==> config.mk <==
export PLATFORM = sky130hd
export DESIGN_NAME = hoist_cell
export DESIGN_NICKNAME = d
export VERILOG_FILES = /design/src/hw/rtl/half_open_interval_set_table_defines.svh /design/src/hw/rtl/hoist_pkg.sv /design/src/hw/rtl/hoist_cell.sv
export SDC_FILE = /design/constraint.sdc
export NUM_CORES = 1
export LEC_CHECK = 0
export BUFFER_PORTS_ARGS = -buffer_cell sky130_fd_sc_hd__buf_2
export CAP_MARGIN = 20
export CORE_AREA = 2 2 201 203
export CTS_BUF_LIST = sky130_fd_sc_hd__clkbuf_16
export DETAILED_ROUTE_END_ITERATION = 10
export DIE_AREA = 0 0 203 205
export PLACE_DENSITY = 0.65
export SYNTH_ARGS = -nofsm -noshare
export SYNTH_HDL_FRONTEND = slang
export SYNTH_SLANG_ARGS = --single-unit
==> constraint.sdc <==
create_clock -name i_clk -period 5.12 [get_ports i_clk]
set_clock_uncertainty 0.1 [all_clocks]
set_input_delay 1.536 -clock i_clk [delete_from_list [all_inputs] [get_ports i_clk]]
set_output_delay 1.536 -clock i_clk [all_outputs]
set_load 0.01 [all_outputs]
==> src/hw/rtl/half_open_interval_set_table_defines.svh <==
// ----------------------------------------------------------------------------
// Interval set table assertion macros
// Shared concurrent assertion forms, clocked on i_clk, quiet in reset.
// ----------------------------------------------------------------------------
`ifndef HALF_OPEN_INTERVAL_SET_TABLE_DEFINES_SVH
`define HALF_OPEN_INTERVAL_SET_TABLE_DEFINES_SVH

// property must hold at every edge
`define HOIST_ASSERT_ALWAYS(lbl, expr, msg) \
    lbl: assert property (@(posedge i_clk) disable iff (!i_rst_n) (expr)) else $error(msg);

// consequent must hold in the cycle after the antecedent
`define HOIST_ASSERT_NEXT(lbl, ante, cons, msg) \
    lbl: assert property (@(posedge i_clk) disable iff (!i_rst_n) (ante) |=> (cons)) \
        else $error(msg);

`endif

==> src/hw/rtl/hoist_pkg.sv <==
// ----------------------------------------------------------------------------
// Interval set table package
// Request and response types, command and status codes, cell types.
// ----------------------------------------------------------------------------
package hoist_pkg;

    localparam int CAPACITY_DEF = 32;
    localparam int MAX_RESULTS  = 32;
    localparam int KW           = $clog2(MAX_RESULTS + 1);

    localparam logic [2:0] CMD_INSERT    = 3'd0;
    localparam logic [2:0] CMD_ERASE     = 3'd1;
    localparam logic [2:0] CMD_LOOKUP    = 3'd2;
    localparam logic [2:0] CMD_INTERSECT = 3'd3;
    localparam logic [2:0] CMD_SUBSET    = 3'd4;
    localparam logic [2:0] CMD_TOTAL     = 3'd5;
    localparam logic [2:0] CMD_CLEAR     = 3'd6;

    localparam logic [1:0] ST_DONE  = 2'd0;
    localparam logic [1:0] ST_EMPTY = 2'd1;
    localparam logic [1:0] ST_FULL  = 2'd2;

    typedef struct packed {
        logic [2:0]  cmd;
        logic [63:0] range_begin;
        logic [63:0] range_end;
    } t_req;

    typedef struct packed {
        logic [1:0]  status;
        logic        hit;
        logic [63:0] piece_begin;
        logic [63:0] piece_end;
        logic [63:0] total_length;
        logic        last;
    } t_rsp;

    typedef struct packed {
        logic [63:0] lo;
        logic [63:0] hi;
    } t_entry;

    typedef struct packed {
        logic ovl;
        logic touch;
        logic strad;
        logic holds;
    } t_flags;

endpackage

==> src/hw/rtl/hoist_cell.sv <==
// ----------------------------------------------------------------------------
// Interval set table cell
// Holds one interval, shifts toward the head, compares against the request.
// ----------------------------------------------------------------------------
module hoist_cell
    import hoist_pkg::*;
(
    input  logic   i_clk,
    input  logic   i_shift,
    input  logic   i_load,
    input  t_entry i_nbr,
    input  t_entry i_new,
    input  logic [63:0] i_b,
    input  logic [63:0] i_e,
    output t_entry o_q,
    output t_flags o_flags
);

    t_entry r_q;

    always_ff @(posedge i_clk) begin
        if (i_load) begin
            r_q <= i_new;
        end else if (i_shift) begin
            r_q <= i_nbr;
        end
    end

    always_comb begin
        o_flags.ovl   = (r_q.lo < i_e) && (r_q.hi > i_b);
        o_flags.touch = (r_q.lo <= i_e) && (r_q.hi >= i_b);
        o_flags.strad = (r_q.lo < i_b) && (r_q.hi > i_e);
        o_flags.holds = (r_q.lo <= i_b) && (i_b < r_q.hi);
    end

    assign o_q = r_q;

endmodule

==> impl_metrics.tcl, run 1 <==
set metrics [dict create \
    status "complete, but fails checks" \
    violations "setup timing" \
    cts-htree-levels 4 \
    overflow 0 \
    grt_pass1_wl_mm 66.0 \
    highest_layer "met5" \
    synthAdderAreaFrac_pct 27.7 \
    dr.pass1.iters 4 \
    final_common_cell "buf_2" \
    power_density_mw_per_mm2 235 \
    synth_top_family_by_area "adder cells" \
    nNetsFinal 2435 \
    relSlewSlack_pct 43.5 \
    yosys.area.top_type_share_pct 33.3 \
    core_area_mm2 0.0394 \
    drive_gt1_share_pct 53.4 \
    synth-seq-cells 128 \
    path_cells "buf_6 -> inv_4 -> ha_4 -> nand4_1 -> nor4_2 -> buf_4 -> nor3b_4 -> nand4_1 -> o2111a_1 -> and2_4 -> nor3_2 -> buf_4" \
    path_max_fanout 2 \
    synth_compound_area_share_pct 10.1 \
    syn_to_final_growth_pct 53.8 \
    synth.avg_cell_area_um2 10.2 \
    initial_core_util_pct 29.4 \
    pre_cts_ws_ps -975 \
    cpMaxStageDelayCell "nor4_2" \
    ys_seq_area_share_pct 33.3 \
    fillCellCount 3758 \
    m1WireLength_mm 18.4 \
    placed_area_mm2 0.0158 \
    syn_inst 1132 \
    num_vias 11296 \
    synthArstFlopShare_pct 0 \
    peakVddDrop_v 0.000260 \
    die_area_mm2 0.0416 \
    holdCritPathClass "input pin to flop" \
    synthMuxAreaShare_pct 12.5 \
    crit_path_max_incr_delay_ps 340 \
    gp_congestion 0.897 \
    cts_sinks 128 \
    synth-xor-area-share_pct 0 \
    arrival_ps 3700 \
    drt_wl_total_mm 45.2 \
    io_buffers 518 \
    crit_required_ps 3480 \
    synth_cell_types 47 \
    cts_root_buf "clkbuf_16" \
    slew_violations 0 \
    timing.final.crit_period_ps 5340 \
    viasPerCell 4.85 \
    power.leakage_uw 0.00865 \
    synth_nets 1775 \
    wl_per_cell_um 19.4 \
    route.detailed.drc 0 \
    final_area_mm2 0.0178 \
    met2_length_mm 23.5 \
    clkTransAtPathRegs_ps 60 \
    cts_tree "yes" \
    ios 519 \
    yosys.area_share.simple_pct 9.63 \
    rsz0062_at_grt "true" \
    antenna_found_initial 4 \
    ys.flop_type "edfxtp_1" \
    synth_edf_count 128 \
    drtIter0Drc 401 \
    synth.largest_area_cell "edfxtp_1" \
    start_kind "input pin" \
    timing.hold.ws_ps 1260 \
    end_kind "output port" \
    layout_common_cells "buf_2 (489), ha_1 (195), inv_1 (171)" \
    fp.dieW_um 203 \
    setup_violations 4 \
    postRouteAntennaNets 0 \
    fin_crit_sh_pct 104 \
    dieHeight_um 205 \
    grt_pass1_vias 11766 \
    tightest_slew_ps 847 \
    ys_warn_count 0 \
    largest_reg_flops 128 \
    cts_max_path_buffers 2 \
    wl_met3_mm 2.42 \
    track_usage_pct 21.3 \
    hold_viol 0 \
    fmax_mhz 187 \
    syn_area_mm2 0.0116 \
    num_rows 73 \
    numCtsBuffers 17 \
    worst_slack_ps -217 \
    max-cap-violations 0 \
    worstSetupPathType "input pin to output port" \
    synth.area.top_cells "edfxtp_1 (33%), ha_1 (28%), mux2_2 (12%)" \
    dp_hpwl_mm 37.9 \
    grt_max_degree 68 \
]
logic make-up after synthesis:
kind of cell	Yosys count
AO/OA/AOI/OAI	194
adder cells (fa/ha/maj)	256
buffers and inverters	211
flip-flops	128
multiplexers	128
AND/OR/NAND/NOR	215
synthesized netlist by cell type, types with 10 or more instances:
cell type,instances
mux2_2,128
a21oi_1,98
edfxtp_1,128
inv_1,197
o21ai_0,35
nand4_1,53
ha_1,256
nand3_1,24
nor2_1,28
nand2_1,63
a21o_1,10
a211oi_1,13
clkbuf_1,14
through the flow:
| step | util, % | TNS (ps) | cells | total power (µW) |
|---|---|---|---|---|
| detailed placement | 40.1 | -3010 | 2292 | 2790 |
| finish | 45.2 | -715 | 2330 | 4180 |
| CTS | 44.1 | -870 | 2327 | 4160 |
| global placement | 40.1 | -2920 | 2292 | 2750 |
| global route | 45.2 | -1160 | 2330 | 4440 |
| floorplan | - | 0 | 1132 | 2090 |
cell type report:
type	instances	area (µm²)	share of cell area, %
multi-input cells	793	8080	45.5
well taps	525	657	3.70
diodes	1	2.50	0.0141
clock buffers	17	425	2.39
flip-flops and latches	128	3840	21.6
inverters	197	762	4.29
clock inverters	14	128	0.718
repair buffers	655	3880	21.8
path summary, 6_finish.rpt:
path                   from          to  slack (ps)  depth (start not counted)
setup / recovery    i_e[50]  o_flags[1]        -220                         12
hold / removal    i_nbr[77]     o_q[77]        1260                          2
power by group:
group	internal (µW)	switching, µW	leakage [µW]
Sequential	1300	159	0.00130
Combinational	774	764	0.00708
Clock	698	489	0.000266
worst max-delay path: cells and delay by family:
family,cells,cell delay (ps)
adder cells (fa/ha/maj),1,250
buffers and inverters,4,430
AO/OA/AOI/OAI,1,270
AND/OR/NAND/NOR,6,1210
routing by layer:
layer  track usage (%)  vias up
li1                  -     5514
met1              24.0     5352
met2              40.0      380
met3              4.92       48
met4              6.20        2
met5                 0        -
repair_timing:
| action | CTS | global route |
|---|---|---|
| gates resized for setup | 169 | 70 |
| buffers inserted | 5 | 4 |
| cloned | 0 | 0 |
| pin swaps | 73 | 64 |
| hold buffers | 0 | 0 |
| setup endpoints to repair | 4 | 4 |
Power figures use the tool's default switching activity.
==> run 2: changes to the inputs <==
==> constraint.sdc (replaced) <==
create_clock -name i_clk -period 6.9 [get_ports i_clk]
set_clock_uncertainty 0.1 [all_clocks]
set_input_delay 2.07 -clock i_clk [delete_from_list [all_inputs] [get_ports i_clk]]
set_output_delay 2.07 -clock i_clk [all_outputs]
set_load 0.01 [all_outputs]
==> impl_metrics.tcl, run 2 (synthesis gave the netlist of run 1 again) <==
set metrics [dict create \
    status "completed" \
    cts-htree-levels 4 \
    wl_per_cell_um 19.4 \
    arrival_ps 4560 \
    timing.final.crit_period_ps 6730 \
    io_buffers 518 \
    internal_power_uw 1910 \
    ios 519 \
    clock_power_share_pct 30.8 \
    p_sw_uw 956 \
    antenna_found_initial 7 \
    cts_tree "yes" \
    largest_reg_flops 128 \
    dr.pass1.iters 5 \
    power_density_mw_per_mm2 184 \
    peakVddDrop_v 0.000160 \
    whs_path_depth 2 \
    route.detailed.drc 0 \
    nNetsFinal 2317 \
    relSlewSlack_pct 47.2 \
    num_vias 10669 \
    post-cts-setup-buffers 0 \
    slew_violations 0 \
    setup_violations 0 \
    cts_root_buf "clkbuf_16" \
    clkTransAtPathRegs_ps 60 \
    num_rows 73 \
    holdCritPathClass "input pin to flop" \
    max-cap-violations 0 \
    pwr-share-seq_pct 37.3 \
    cts_sinks 128 \
    postRouteAntennaNets 0 \
    numCtsBuffers 17 \
    fin_crit_sh_pct 97.5 \
    grt_pass1_vias 11140 \
    drtIter0Drc 345 \
    die_area_mm2 0.0416 \
    viasPerCell 4.81 \
    dp_hpwl_mm 36.9 \
    gp_congestion 0.890 \
    core_area_mm2 0.0394 \
    switching_share_pct 33.4 \
    dieHeight_um 205 \
    drt_wl_total_mm 42.9 \
    grt_max_degree 129 \
    rsz0062_at_grt "true" \
    end_kind "output port" \
    path_max_fanout 3 \
    tightest_slew_ps 792 \
    start_kind "input pin" \
    cts_max_path_buffers 2 \
    power.leakage_uw 0.00794 \
    worstSetupPathType "input pin to output port" \
    hold_viol 0 \
    power_uw 2860 \
    fp.dieW_um 203 \
    final_cells 2217 \
    drive_gt1_share_pct 41.9 \
    fmax_mhz 149 \
    final_common_cell "buf_2" \
    initial_core_util_pct 29.4 \
    p_comb_share_pct 31.9 \
    track_usage_pct 20.4 \
    crit_required_ps 4730 \
    syn_to_final_growth_pct 34.3 \
    hold_buffers 0 \
    overflow 0 \
    grt_pass1_wl_mm 62.6 \
    layout_common_cells "buf_2 (517), ha_1 (256), inv_1 (199)" \
    dpl.cell_count 2180 \
]
-- run 2: cell types whose count changed in the layout (fill, tap and decap cells not counted), sizes merged --
cell,delta
buf,-118
diode,+5
clkinv,+1
clkinvlp,-1
-- run 2: power groups by stage --
stage	Sequential (µW)	Clock [µW]	Combinational, µW
6_report	1070	880	913
2_1_floorplan	1080	0	474
4_1_cts	1070	909	919
5_1_grt	1080	940	1040
3_5_place_dp	1090	0	908
3_3_place_gp	1080	0	880
-- run 2: final cells by class --
type	count	area (µm²)
diodes	6	15.0
multi-input cells	793	6950
inverters	197	739
repair buffers	537	2750
well taps	525	657
fillers	3904	23900
flip-flops and latches	128	3840
clock inverters	14	128
clock buffers	17	425
-- run 2: path summary, 6_finish.rpt --
path | slack (ps) | to | from
hold / removal | 1790 | o_q[22] | i_new[22]
setup / recovery | 170 | o_flags[2] | i_e[62]
-- run 2: routing by layer --
layer / vias up / global-route usage (%) / part of all wire (%)
li1: 5280 / - / -
met3: 47 / 5.36 / 5.9
met5: - / 0 / 0
met1: 4954 / 22.7 / 41
met2: 388 / 37.7 / 51
met4: 0 / 6.60 / 1.9
-- run 2: worst max-delay path, cell delays in order --
cell and delay [ps]:
buf_2 70, inv_1 60, ha_1 300, nand4_1 130, or3_1 490, nor2_2 250, nand4_1 210, or4_1 570
a22oi_1 180, buf_2 210
-- run 2: what timing repair did --
action                                  4_1_cts  5_1_grt
hold endpoints to repair                      0        0
gates cloned                                  0        0
pin swaps                                     0        1
resized for setup                             3        7
endpoints found under the setup margin        3        3
-- run 2: metrics by stage --
| stage | cell area, µm² | setup WS [ps] | TNS (ps) | hold WS (ps) | utilization (%) |
|---|---|---|---|---|---|
| 3_5_place_dp | 14900 | -116 | -156 | 2270 | 37.9 |
| 2_1_floorplan | 11600 | 821 | 0 | 2190 | - |
| 5_1_grt | 15500 | -20.8 | -20.8 | 1760 | 39.4 |
| 6_report | 15500 | 172 | 0 | 1790 | 39.4 |
| 3_3_place_gp | 14900 | -92.2 | -97.7 | 2270 | 37.9 |
| 4_1_cts | 15500 | -1.84 | -1.84 | 1750 | 39.3 |
==> run 3: changes to the inputs <==
--- a/config.mk
+++ b/config.mk
@@ -7,11 +7,12 @@
 export LEC_CHECK = 0
 export BUFFER_PORTS_ARGS = -buffer_cell sky130_fd_sc_hd__buf_2
 export CAP_MARGIN = 20
-export CORE_AREA = 2 2 201 203
+export CORE_MARGIN = 2
+export CORE_UTILIZATION = 30
 export CTS_BUF_LIST = sky130_fd_sc_hd__clkbuf_16
+export CTS_CLUSTER_SIZE = 25
 export DETAILED_ROUTE_END_ITERATION = 10
-export DIE_AREA = 0 0 203 205
-export PLACE_DENSITY = 0.65
+export PLACE_DENSITY = 0.66
 export SYNTH_ARGS = -nofsm -noshare
 export SYNTH_HDL_FRONTEND = slang
 export SYNTH_SLANG_ARGS = --single-unit
==> impl_metrics.tcl, run 3 (synthesis gave the netlist of run 1 again) <==
set metrics [dict create \
    viasPerCell 4.90 \
    start_kind "input pin" \
    final_cells 2199 \
    hold_viol 0 \
    dpl.cell_count 2165 \
    numCtsBuffers 17 \
    route.detailed.drc 0 \
    cts_max_path_buffers 2 \
    clkTransAtPathRegs_ps 70 \
    path_max_fanout 3 \
    overflow 0 \
    drive_gt1_share_pct 41.4 \
    fillCellCount 3783 \
    fin_crit_sh_pct 96.9 \
    multi_input_area_mm2 0.00693 \
    cts_sinks 128 \
    syn_to_final_growth_pct 34.1 \
    wl_per_cell_um 19.3 \
    cts_root_buf "clkbuf_16" \
    tightest_slew_ps 1090 \
    core_area_mm2 0.0378 \
    cts-htree-levels 4 \
    gp_congestion 0.921 \
    num_vias 10767 \
    max-cap-violations 0 \
    min_from "i_nbr[72]" \
    grt_pass1_wl_mm 63.7 \
    fmax_mhz 150 \
    layout_common_cells "buf_2 (517), ha_1 (256), inv_1 (197)" \
    crit_path_start "i_e[63]" \
    dr.pass1.iters 4 \
    drtIter0Drc 481 \
    arrival_ps 4520 \
    die_area_mm2 0.0401 \
    slew_violations 0 \
    end_kind "output port" \
    nNetsFinal 2316 \
    holdCritPathClass "input pin to flop" \
    peakVddDrop_v 0.000136 \
    status "completed" \
    cp-endpoint "o_flags[2]" \
    initial_core_util_pct 30.5 \
    fp.dieW_um 200 \
    post-cts-setup-buffers 0 \
    power.leakage_uw 0.00794 \
    drt_wl_total_mm 42.5 \
    track_usage_pct 20.9 \
    timing.final.crit_period_ps 6690 \
    cts_tree "yes" \
    ios 519 \
    grt_pass1_vias 11389 \
    setup_violations 0 \
    largest_reg_flops 128 \
    relSlewSlack_pct 27.1 \
    crit_required_ps 4730 \
    dp_hpwl_mm 36.7 \
    grt_max_degree 129 \
    num_rows 71 \
    dieHeight_um 200 \
    register_area_mm2 0.00384 \
    antenna_found_initial 4 \
    io_buffers 518 \
    worstSetupPathType "input pin to output port" \
    final_common_cell "buf_2" \
    setup_tns_ps 0 \
    rsz0062_at_grt "false" \
    power_uw 2940 \
    postRouteAntennaNets 0 \
    power_density_mw_per_mm2 190 \
]
[run 3: where the power goes]
part | leakage [µW] | internal [µW] | switching, µW
clock | 0.000286 | 595 | 368
combinational | 0.00635 | 423 | 485
sequential | 0.00130 | 963 | 104
total | 0.00794 | 1980 | 958
[run 3: timing repair]
action	4_1_cts	5_1_grt
gates resized for setup	0	3
setup endpoints to repair	0	2
hold buffers	0	0
[run 3: layer usage]
| metal | wire [µm] | vias up | track usage [%] |
|---|---|---|---|
| met4 | 1700 | 2 | 9.89 |
| met2 | 21400 | 452 | 37.5 |
| met5 | 13 | - | 0 |
| li1 | - | 5266 | - |
| met1 | 16800 | 4976 | 23.4 |
| met3 | 2560 | 71 | 4.46 |
[run 3: worst min path at each step]
stage / to / depth (start not counted)
global route: o_q[100] / 2
CTS: o_q[72] / 2
floorplan: o_q[0] / 1
global placement: o_q[88] / 2
detailed placement: o_q[117] / 2
finish: o_q[72] / 2
[run 3: through the flow]
stage	setup slack, ps	utilization (%)	cell area, µm²	hold WS (ps)
detailed placement	78.7	39.4	14900	2270
CTS	48.4	40.9	15500	1800
finish	213	41.0	15500	1830
global route	18.5	41.0	15500	1800
global placement	-940	39.3	14900	2270
floorplan	821	-	11600	2190
[run 3: critical path, stage by stage]
cell and delay (ps):
buf_2 80, inv_1 50, ha_1 310, nand4_1 130, or3_1 480, nor2_1 230, nand4_1 250, or4_1 610
a22oi_1 150, buf_2 160
[run 3: cell type report]
cell class	count	area share, %
antenna	3	0.0484
tap	511	4.12
multi-input combinational	793	44.7
clock buffer	17	2.74
inverter	197	4.77
clock inverter	14	1.11
sequential	128	24.8
timing repair buffer	536	17.7
